`src/rtl/fdp_pkg.sv`:
```
`timescale 1ns / 1ps
`default_nettype none
// ----------------------------------------------------------------------------
// fdp_pkg
// Shared types and constants of the four-column single precision dot product.
// ----------------------------------------------------------------------------
package fdp_pkg;

    localparam int LANES  = 8;
    localparam int LANE_W = 3;
    localparam int COLS   = 4;
    localparam int IDX_W  = 13;
    localparam int QDEPTH = 2;

    localparam logic [IDX_W-1:0] MAX_LEN  = 13'd4096;
    localparam logic [31:0]      QNAN     = 32'h7FC0_0000;
    localparam logic [31:0]      FP_ONE   = 32'h3F80_0000;
    localparam logic [31:0]      FP_NEG0  = 32'h8000_0000;

    typedef struct packed {
        logic [31:0] row_elem;
        logic [31:0] col0_elem;
        logic [31:0] col1_elem;
        logic [31:0] col2_elem;
        logic [31:0] col3_elem;
        logic [31:0] start0;
        logic [31:0] start1;
        logic [31:0] start2;
        logic [31:0] start3;
    } t_in_word;

    typedef struct packed {
        logic [31:0] sum0;
        logic [31:0] sum1;
        logic [31:0] sum2;
        logic [31:0] sum3;
    } t_out_word;

    // classified element as it travels from front to back
    typedef struct packed {
        logic [31:0]             row;
        logic [COLS-1:0][31:0]   col;
        logic [COLS-1:0][31:0]   start;
        logic [LANE_W-1:0]       lane;
        logic                    first;
        logic                    in_full;
        logic                    red_pre;
        logic                    red_post;
        logic                    last;
    } t_job;

endpackage : fdp_pkg
`default_nettype wire

```
`src/rtl/fdp_queue.sv`:
```
`timescale 1ns / 1ps
`default_nettype none
// ----------------------------------------------------------------------------
// fdp_queue
// Short job queue between the front and the back.
// ----------------------------------------------------------------------------
module fdp_queue (
    input  wire logic          i_clk,
    input  wire logic          i_rst_n,
    input  wire logic          i_wr,
    input  wire fdp_pkg::t_job i_data,
    output logic               o_full,
    input  wire logic          i_rd,
    output fdp_pkg::t_job      o_data,
    output logic               o_empty
);
    import fdp_pkg::*;

    localparam int PW = $clog2(QDEPTH);

    t_job             r_mem [0:QDEPTH-1];
    logic [PW-1:0]    r_wp, r_rp;
    logic [PW:0]      r_cnt;
    logic             wr_en, rd_en;

    assign o_full  = (r_cnt == (PW+1)'(QDEPTH));
    assign o_empty = (r_cnt == '0);
    assign wr_en   = i_wr && !o_full;
    assign rd_en   = i_rd && !o_empty;
    assign o_data  = r_mem[r_rp];

    always_ff @(posedge i_clk) begin
        if (wr_en) begin
            r_mem[r_wp] <= i_data;
        end
    end

    always_ff @(posedge i_clk) begin
        if (!i_rst_n) begin
            r_wp  <= '0;
            r_rp  <= '0;
            r_cnt <= '0;
        end else begin
            if (wr_en) begin
                r_wp <= (r_wp == PW'(QDEPTH-1)) ? '0 : r_wp + 1'b1;
            end
            if (rd_en) begin
                r_rp <= (r_rp == PW'(QDEPTH-1)) ? '0 : r_rp + 1'b1;
            end
            if (wr_en && !rd_en) begin
                r_cnt <= r_cnt + 1'b1;
            end else if (rd_en && !wr_en) begin
                r_cnt <= r_cnt - 1'b1;
            end
        end
    end

endmodule : fdp_queue
`default_nettype wire

```
`config.mk`:
```
export PLATFORM = sky130hd
export DESIGN_NAME = fdp_queue
export DESIGN_NICKNAME = d
export VERILOG_FILES = /design/src/rtl/fdp_pkg.sv /design/src/rtl/fdp_queue.sv
export SDC_FILE = /design/constraint.sdc
export NUM_CORES = 1
export LEC_CHECK = 0
export ABC_AREA = 1
export ABC_CLOCK_PERIOD_IN_PS = 29000
export BUFFER_PORTS_ARGS = -buffer_cell sky130_fd_sc_hd__buf_2
export CORE_ASPECT_RATIO = 0.8
export CORE_MARGIN = 5
export CORE_UTILIZATION = 40
export CTS_CLUSTER_DIAMETER = 200
export DETAILED_ROUTE_END_ITERATION = 7
export SETUP_SLACK_MARGIN = 0.2
export SYNTH_ARGS = -nofsm -noshare
export SYNTH_HDL_FRONTEND = slang
export SYNTH_SLANG_ARGS = --single-unit
export TNS_END_PERCENT = 1
```
`constraint.sdc`:
```
create_clock -name i_clk -period 29 [get_ports i_clk]
set_input_delay 5.8 -clock i_clk [delete_from_list [all_inputs] [get_ports i_clk]]
set_output_delay 5.8 -clock i_clk [all_outputs]
set_load 0.005 [all_outputs]
```
==> run_results.csv <==
group,metric,value,unit
detailed_routing,vias,11113,
floorplan,start_util,40.6,%
worst_setup_path,crit_path_max_incr_delay,1040,ps
final_layout,final_nets,1896,
power,p_per_area,84.9,nW/µm²
global_routing,grt_pass1_vias,11500,
logic_synthesis,yosysWarnings,0,
logic_synthesis,synth.most_common_cell,"edfxtp_1",
clocking,cts_resized,0,
clocking,cts_setup_buffers,0,
floorplan,die_h,223,µm
timing,fin_skew,15.7,ps
timing,tightest_slew,1110,ps
global_routing,overflow,0,
detailed_routing,remaining_drc_errors,0,
floorplan,num_rows,77,
worst_setup_path,crit_slowest_cell,"dfxtp_4",
clocking,ctsLongestPathBuffers,3,
status,status,"complete, no violations",
worst_setup_path,startpoint_type,"flip-flop",
timing,max_clock_freq,101,MHz
placed_design,placed_area,26300,µm²
worst_setup_path,crit_type,"reg -> out",
detailed_routing,drt_iter0_drc,625,
final_layout,drive_gt1_share,60.0,%
logic_synthesis,async_flop_share,0,%
clocking,cts_max_level,2,
clocking,clk_pin_slew,60,ps
final_layout,syn2layout_area_growth,24.7,%
timing,fin_crit,9900,ps
logic_synthesis,synth_flop_cell,"edfxtp_1",
logic_synthesis,ys_ff_latch,597,
logic_synthesis,synth_edf_count,592,
clocking,cts_tree,"built",
placed_design,dp_slack,19660,ps
logic_synthesis,synth_top_area_share,78.7,%
clocking,cts_buffers,60,
clocking,cts.sink_count,597,
detailed_routing,wirelength,50.5,mm
power,leakage,10.9,nW
global_routing,grtUsageMet2,27.3,%
timing,min_period_over_period,34.1,%
final_layout,postLayoutCoreUtil,50.7,%
worst_setup_path,crit_chain,"buf_4 > buf_4 > mux2_4 > buf_2",
clocking,hold_buffers,0,
global_routing,grt-busiest-layer,"met2",
final_layout,fillerInstances,4669,
worst_setup_path,cp.required,23200,ps
global_routing,met1_usage,18.0,%
worst_setup_path,crit_path_end_kind,"output pin",
global_routing,antenna_found_initial,14,
timing,rsz0062_at_grt,"false",
timing,final.setup.tns,0,ps
logic_synthesis,synth_commonest_cells,"592 x edfxtp_1, 240 x mux2_4, 56 x mux2_2",
floorplan,die-area,61400,µm²
logic_synthesis,ys_types,14,
run,max_cap_violations,0,
logic_synthesis,ys_top_cells_by_area,"edfxtp_1 79%, mux2_4 16%, mux2_2 2.8%",
global_routing,use_met3,5.95,%
timing,setup_violations,0,
placed_design,placement.io_buffers,597,
placed_design,hpwl,35.4,mm
final_layout,stdcell_count,2399,
placed_design,gp_congestion,0.805,
logic_synthesis,ys_seq_area_share,79.1,%
floorplan,die_w,276,µm
detailed_routing,viasPerCell,4.63,
worst_setup_path,cp_max_fo,61,
global_routing,track_usage,15.6,%
logic_synthesis,syn-cell-area,22600,µm²
timing,slew_headroom,26.2,%
detailed_routing,ant_nets,0,
clocking,cts_root_buf,"clkbuf_16",
detailed_routing,firstDrtPassIters,4,
timing,finalWorstSetupSlack,19100,ps
global_routing,grt_max_degree,166,
logic_synthesis,synth_nets,1260,
clocking,clk_latency,580,ps
power,finalPower,2.39,mW
floorplan,io_pins,598,
logic_synthesis,synth_area_leader_cell,"edfxtp_1",
timing,hold_slack,504,ps
power,ir_drop,0.0617,mV
timing,hold_viol_final,0,
floorplan,core_area,55600,µm²
timing,drv_slew,0,
final_layout,finalInstanceArea,28200,µm²
global_routing,grt_pass1_wl,72.9,mm
hold_path,hp-class,"reg -> reg",
placed_design,dpl.cell_count,2283,
worst_setup_path,path_common_cell,"buf_4",
logic_synthesis,syn_inst,959,
worst_setup_path,cp.arrival,4100,ps
detailed_routing,routedWlPerCell,21.0,µm
logic_synthesis,syn_avg_cell_area,23.6,µm²
layout by cell type (no fill, tap or decap):
master	instances
buf_2	597
nand4_1	1
mux2_2	56
bufinv_16	4
nor2_4	2
buf_4	8
clkinv_8	1
o21ai_0	3
nor2_1	9
a21oi_1	1
dfxtp_1	4
clkbuf_16	61
mux2_4	240
nand3_1	1
edfxtp_1	592
inv_8	1
nand2_1	6
inv_1	9
diode_2	6
ha_1	1
clkinv_2	9
dfxtp_4	1
clkinv_1	20
clkbuf_1	11
clkinv_4	3
buf_12	2
final timing paths:
kind,startpoint,end,slack [ps],cells after the start
hold reg to reg,r_rp$_SDFFE_PN0P_,flip-flop,500,2
setup reg to reg,r_cnt[0]$_SDFFE_PN0P_,r_mem[0][61]$_DFFE_PP_,25220,4
hold / removal,r_rp$_SDFFE_PN0P_,flip-flop,500,2
setup / recovery,flip-flop,o_data[146],19100,4
power by group:
| group | leakage, nW | switching, mW | internal, mW | total, mW |
|---|---|---|---|---|
| Clock | 0.913 | 0.309 | 0.419 | 0.728 |
| Sequential | 5.56 | 0.0409 | 1.09 | 1.13 |
| Combinational | 4.44 | 0.251 | 0.279 | 0.530 |
| Total | 10.9 | 0.601 | 1.79 | 2.39 |
area by class of cell:
class | count | area [µm²] | share of cell area [%]
clock buffer | 72 | 1570 | 5.56
antenna | 6 | 15.0 | 0.0533
clock inverter | 38 | 294 | 1.04
inverter | 9 | 33.8 | 0.120
sequential | 597 | 17900 | 63.5
tap | 750 | 938 | 3.33
timing repair buffer | 607 | 3090 | 11.0
multi-input combinational | 320 | 4360 | 15.5
worst max-delay path: cells and delay by family, from the launching register on:
family	cells	cell delay, ps
buf+inv	3	1920
flops	1	1040
mux	1	350
registers in the layout (all words and copies together), names as in the netlist, named ones only:
register and count:
r_cnt 2, r_mem 592, r_rp 1, r_wp 1
per-layer routing:
layer | share of wire [%] | wire length [µm]
met1 | 37 | 18600
met2 | 52 | 26300
met3 | 9.0 | 4570
met4 | 1.9 | 975
met5 | 0.22 | 109
kinds of logic after synthesis:
kind of cell             synth area share (%)
AO/OA/AOI/OAI                          0.0886
buffers and inverters                    1.66
AND/OR/NAND/NOR                         0.332
flip-flops                               79.1
multiplexers                             18.7
adder cells (fa/ha/maj)                0.0554
Power figures use the tool's default switching activity.
