===== config.mk =====
export PLATFORM = sky130hd
export DESIGN_NAME = fdp_front
export DESIGN_NICKNAME = d
export VERILOG_FILES = /design/src/rtl/fdp_pkg.sv /design/src/rtl/fdp_front.sv
export SDC_FILE = /design/constraint.sdc
export NUM_CORES = 1
export LEC_CHECK = 0
export BUFFER_PORTS_ARGS = -buffer_cell sky130_fd_sc_hd__buf_2
export CORE_AREA = 2 2 237 239
export CTS_BUF_LIST = sky130_fd_sc_hd__clkbuf_8 sky130_fd_sc_hd__clkbuf_16
export DETAILED_ROUTE_END_ITERATION = 7
export DIE_AREA = 0 0 239 241
export GPL_TIMING_DRIVEN = 1
export RECOVER_POWER = 25
export SLEW_MARGIN = 40
export SYNTH_ARGS = -nofsm -noshare
export SYNTH_HDL_FRONTEND = slang
export SYNTH_SLANG_ARGS = --single-unit

===== constraint.sdc =====
create_clock -name i_clk -period 3.7 [get_ports i_clk]
set_clock_uncertainty 0.2 [all_clocks]
set_input_delay 0.185 -clock i_clk [delete_from_list [all_inputs] [get_ports i_clk]]
set_output_delay 0.185 -clock i_clk [all_outputs]
set_load 0.05 [all_outputs]

===== src/rtl/fdp_pkg.sv =====
`timescale 1ns / 1ps
`default_nettype none
// ----------------------------------------------------------------------------
// fdp_pkg
// Shared types and constants of the four-column single precision dot product.
// ----------------------------------------------------------------------------
package fdp_pkg;

    localparam int LANES  = 8;
    localparam int LANE_W = 3;
    localparam int COLS   = 4;
    localparam int IDX_W  = 13;
    localparam int QDEPTH = 2;

    localparam logic [IDX_W-1:0] MAX_LEN  = 13'd4096;
    localparam logic [31:0]      QNAN     = 32'h7FC0_0000;
    localparam logic [31:0]      FP_ONE   = 32'h3F80_0000;
    localparam logic [31:0]      FP_NEG0  = 32'h8000_0000;

    typedef struct packed {
        logic [31:0] row_elem;
        logic [31:0] col0_elem;
        logic [31:0] col1_elem;
        logic [31:0] col2_elem;
        logic [31:0] col3_elem;
        logic [31:0] start0;
        logic [31:0] start1;
        logic [31:0] start2;
        logic [31:0] start3;
    } t_in_word;

    typedef struct packed {
        logic [31:0] sum0;
        logic [31:0] sum1;
        logic [31:0] sum2;
        logic [31:0] sum3;
    } t_out_word;

    // classified element as it travels from front to back
    typedef struct packed {
        logic [31:0]             row;
        logic [COLS-1:0][31:0]   col;
        logic [COLS-1:0][31:0]   start;
        logic [LANE_W-1:0]       lane;
        logic                    first;
        logic                    in_full;
        logic                    red_pre;
        logic                    red_post;
        logic                    last;
    } t_job;

endpackage : fdp_pkg
`default_nettype wire


===== src/rtl/fdp_front.sv =====
`timescale 1ns / 1ps
`default_nettype none
// ----------------------------------------------------------------------------
// fdp_front
// Accept elements, track the element index and classify each element.
// ----------------------------------------------------------------------------
module fdp_front (
    input  wire logic               i_clk,
    input  wire logic               i_rst_n,
    input  wire logic               push,
    output logic                    full,
    input  wire fdp_pkg::t_in_word  i_in_word,
    input  wire logic               i_cfg_valid,
    output logic                    o_cfg_ready,
    input  wire logic [12:0]        i_cfg_data,
    output logic                    o_job_wr,
    output fdp_pkg::t_job           o_job,
    input  wire logic               i_job_full
);
    import fdp_pkg::*;

    logic [IDX_W-1:0] r_vl, r_k;
    logic [IDX_W-1:0] len, full_n;
    logic [IDX_W:0]   k_inc;
    logic             last;

    assign o_cfg_ready = 1'b1;
    assign full        = i_job_full;
    assign o_job_wr    = push && !i_job_full;

    always_comb begin
        len = r_vl;
        if (r_vl == '0) begin
            len = IDX_W'(1);
        end else if (r_vl > MAX_LEN) begin
            len = MAX_LEN;
        end
        full_n = {len[IDX_W-1:LANE_W], LANE_W'(0)};
        k_inc  = {1'b0, r_k} + 1'b1;
        last   = (k_inc >= {1'b0, len});
    end

    always_comb begin
        o_job.row      = i_in_word.row_elem;
        o_job.col      = {i_in_word.col3_elem, i_in_word.col2_elem,
                          i_in_word.col1_elem, i_in_word.col0_elem};
        o_job.start    = {i_in_word.start3, i_in_word.start2,
                          i_in_word.start1, i_in_word.start0};
        o_job.lane     = r_k[LANE_W-1:0];
        o_job.first    = (r_k == '0);
        o_job.in_full  = (r_k < full_n);
        o_job.red_pre  = (r_k == '0) && (full_n == '0);
        o_job.red_post = (r_k < full_n) && (k_inc == {1'b0, full_n});
        o_job.last     = last;
    end

    always_ff @(posedge i_clk) begin
        if (!i_rst_n) begin
            r_vl <= IDX_W'(1);
            r_k  <= '0;
        end else if (i_cfg_valid) begin
            // a length write abandons any partial dot product
            r_vl <= i_cfg_data;
            r_k  <= '0;
        end else if (o_job_wr) begin
            r_k <= last ? '0 : k_inc[IDX_W-1:0];
        end
    end

endmodule : fdp_front
`default_nettype wire


==> tab_implementation.tex <==
\begin{tabular}{lr}
\hline
Metric & Value \\
\hline
\multicolumn{2}{l}{\textbf{Die}} \\
\quad Die extent in x & 239 µm \\
\quad Top-Level Pins & 605 \\
\quad DIE AREA & 57600 µm² \\
\quad Starting Density & 0.07460 \\
\quad Core Footprint & 54880 µm² \\
\quad Row cnt & 86 \\
\quad Die Height & 241 µm \\
\multicolumn{2}{l}{\textbf{Clock tree}} \\
\quad Root Driver & sky130\_fd\_sc\_hd\_\_clkbuf\_16 \\
\quad Clock sinks & 26 \\
\quad Bufs on Longest Clock Path & 2 \\
\quad TritonCTS Buffers & 3 \\
\quad CTS H-tree lvls & 1 \\
\quad CTS tree & done \\
\quad Register clock-pin slew on the reported worst setup and hold paths & 0.07 ns \\
\quad Worst-Skew Late Latency & 0.27 ns \\
\multicolumn{2}{l}{\textbf{Critical path}} \\
\quad Worst-path fanout max & 3 \\
\quad Startpoint type of the worst setup path & register \\
\quad Req. time, crit path & 3.31 ns \\
\quad Crit path DAT & 3.11 ns \\
\quad Reg-to-reg setup timing slack & 0.41 ns \\
\quad Critical path type & reg -> out \\
\quad Critical Path End Type & output port \\
\multicolumn{2}{l}{\textbf{Power and ir drop}} \\
\quad Final Total Pwr & 726.2 µW \\
\quad Max rail drop VDD & 0.0001850 V \\
\quad Ratio of total power to cell area & 230.2 nW/µm² \\
\quad Leakage power of the design & 0.001035 µW \\
\multicolumn{2}{l}{\textbf{Timing}} \\
\quad Setup repair after global routing missed its margin & no \\
\quad Final hold slack & -0.001628 ns \\
\quad Accumulated negative setup slack & 0 ns \\
\quad Worst-margin pin slew & 0.7440 ns \\
\quad Crit path time final & 3.491 ns \\
\quad Final Setup Violations & 0 \\
\quad Worst rel slew slack & 0.5029 \\
\quad Final Hold Violating Endpoints & 1 \\
\quad Highest clock frequency the design can meet & 286.5 MHz \\
\quad Fraction of the cycle the final worst path needs & 0.9434 \\
\quad Final Max Tran Viols & 0 \\
\multicolumn{2}{l}{\textbf{Yosys}} \\
\quad Share of synthesized registers carrying an async set or reset & 0 \\
\quad Share of synthesized cell area in and, or, nand and nor gates & 0.1116 \\
\quad Gate count of the mapped netlist & 508 \\
\quad Synth top area share & 0.5391 \\
\quad Netlist Area Pre-Place & 4094 µm² \\
\quad Mapped Nets & 839 \\
\quad Mux contribution to synthesized area & 0.02934 \\
\quad FF+latch count, synth & 26 \\
\quad Sequential element share of the synthesized area & 0.1271 \\
\quad Yosys warns & 0 \\
\quad Area fraction in compound gates after synthesis & 0.07977 \\
\quad Cell type with the highest aggregate area in the netlist & sky130\_fd\_sc\_hd\_\_buf\_4 \\
\quad Top area cells in the synthesized netlist & sky130\_fd\_sc\_hd\_\_buf\_4 (54\%), sky130\_fd\_sc\_hd\_\_dfxtp\_1 (13\%), sky130\_fd\_sc\_hd\_\_ha\_1 (7.6\%) \\
\quad Number of distinct library cells after synthesis & 49 \\
\quad Most used DFF post-synth & sky130\_fd\_sc\_hd\_\_dfxtp\_1 \\
\quad Largest family of logic cells by synthesized area & buffers and inverters \\
\quad Number of synthesized flops with an enable pin & 0 \\
\quad Area share of fa/ha/maj cells after synthesis & 0.07641 \\
\quad Average cell area after synthesis & 8.059 µm² \\
\quad Xor-xnor portion of the synthesized cell area & 0.01925 \\
\multicolumn{2}{l}{\textbf{Global route}} \\
\quad Largest net degree at the start of global routing & 17 \\
\quad All-layer global routing usage & 0.06048 \\
\quad Number of global-route vias before repair & 2344 \\
\quad Antenna violations before repair & 0 \\
\quad Leftover overflow at the end of global routing & 0 \\
\quad First-pass GRT wire length & 23.12 mm \\
\multicolumn{2}{l}{\textbf{Routing}} \\
\quad Via density & 2.363 \\
\quad Via count of the routed design & 2266 \\
\quad DRC marker count from the first detailed-route iteration & 144 \\
\quad Average detailed-routed wire length per instance & 19.78 µm \\
\quad Residual antenna-violating net count after detailed routing & 0 \\
\quad Length of the first detailed-routing pass in iterations & 4 \\
\quad Final routed DRC violation total & 0 \\
\quad Aggregate routed wire length & 18.97 mm \\
\multicolumn{2}{l}{\textbf{Cells and area}} \\
\quad Most frequent cells in the layout & sky130\_fd\_sc\_hd\_\_buf\_2 (26), sky130\_fd\_sc\_hd\_\_dfxtp\_1 (26), sky130\_fd\_sc\_hd\_\_ha\_1 (25) \\
\quad Number of inserted filler cells in the final layout & 6502 \\
\quad Share of post-route cells with drive strength above 1 & 0.1882 \\
\quad Combined area of the multi-input logic cells & 1321 µm² \\
\quad Final standard cell utilization of the core & 0.05748 \\
\quad FF+latch area & 520.5 µm² \\
\quad Count of inserted antenna diode cells & 0 \\
\quad Layout overhead on the synthesized area & -22.95\% \\
\quad Number of nets in the finished design & 587 \\
\multicolumn{2}{l}{\textbf{Place}} \\
\quad PortBufs & 27 \\
\quad Post-DP HPWL & 16.49 mm \\
\quad Final GP Congestion & 0.7914 \\
\multicolumn{2}{l}{\textbf{Status}} \\
\quad Outcome & finished with violations \\
\quad Violated checks & hold timing \\
\multicolumn{2}{l}{\textbf{Job}} \\
\quad Max\_cap viols & 0 \\
\multicolumn{2}{l}{\textbf{Min path}} \\
\quad Classification of the worst-slack hold path & in -> reg \\
\hline
\end{tabular}
critical path, stage by stage (launching register included):
cell and delay [ns]:
sky130_fd_sc_hd__dfxtp_1 0.32, sky130_fd_sc_hd__nor4_1 0.28, sky130_fd_sc_hd__nand3_1 0.14, sky130_fd_sc_hd__or3_1 0.34
sky130_fd_sc_hd__a21oi_1 0.16, sky130_fd_sc_hd__ha_1 0.24, sky130_fd_sc_hd__nand2b_4 0.13, sky130_fd_sc_hd__a2111o_1 0.43
sky130_fd_sc_hd__a311o_1 0.39, sky130_fd_sc_hd__nor2_4 0.13, sky130_fd_sc_hd__nand2_4 0.10, sky130_fd_sc_hd__buf_12 0.16
through the flow:
stage | cell area (µm²) | setup slack [ns] | cells
2_1_floorplan | 4100 | 0.09113 | 508
3_3_place_gp | 2939 | 0.2363 | 944
6_report | 3154 | 0.2094 | 959
5_1_grt | 3154 | 0.02085 | 959
3_5_place_dp | 2939 | 0.2967 | 944
4_1_cts | 3141 | 0.1185 | 959
where the power goes:
group / leakage [µW] / internal, µW / switching, µW
registers: 0.000212 / 289 / 7.89
clock network: 0.0000442 / 166 / 104
logic: 0.000779 / 66.1 / 93.1
total: 0.00103 / 521 / 205
state kept, by name, summed over array words and instances, names as in the netlist:
signal	flops
r_vl	13
r_k	13
cell usage after synthesis (all sizes together), types with 4 or more instances:
| master | instances |
|---|---|
| ha | 25 |
| inv | 10 |
| nand3 | 11 |
| nand2b | 4 |
| nor2 | 9 |
| mux2i | 12 |
| o21ai | 6 |
| buf | 298 |
| a21o | 4 |
| xnor2 | 7 |
| nand2 | 24 |
| a32o | 8 |
| nor2b | 13 |
| dfxtp | 26 |
| nor4 | 4 |
kinds of logic (layout without fill, tap and decap cells):
logic type / count (synthesis) / count (layout)
buffers and inverters: 311 / 58
xor gates and xnor gates: 9 / 9
other: 1 / 1
adders and majority gates: 25 / 25
and+or+nand+nor: 84 / 84
AOI/OAI and AO/OA: 40 / 40
DFF: 26 / 26
muxes: 12 / 12
repair_timing:
action | in CTS | in global routing
hold endpoints to repair | 11 | 0
hold buffers | 11 | 0
setup buffers | 0 | 0
gates resized for setup | 1 | 2
gates cloned | 0 | 0
endpoints found under the setup margin | 1 | 1
final timing paths:
path / start / endpoint / cells after the start
setup / recovery: r_vl[6] / o_job[0] / 11
hold / removal: i_cfg_data[5] / r_vl[5] / 3
setup reg to reg: r_k[7] / r_k[3] / 11
hold reg to reg: r_vl[11] / r_vl[11] / 2
layout make-up:
class	instances	share of cell area
multi-input combinational	171	0.4189
timing repair buffer	44	0.09679
inverter	10	0.01190
clock buffer	4	0.02816
tap	704	0.2793
sequential	26	0.1650
routing by layer:
metal	global-route usage	vias to the layer above	wire (µm)	part of all wire
met5	0	-	0	0
met1	0.03429	928	3622	0.19
met2	0.09778	353	8742	0.46
li1	-	876	-	-
met3	0.07023	109	5043	0.27
met4	0.04962	0	1564	0.082
No activity file was read; power rests on OpenSTA's default activity.
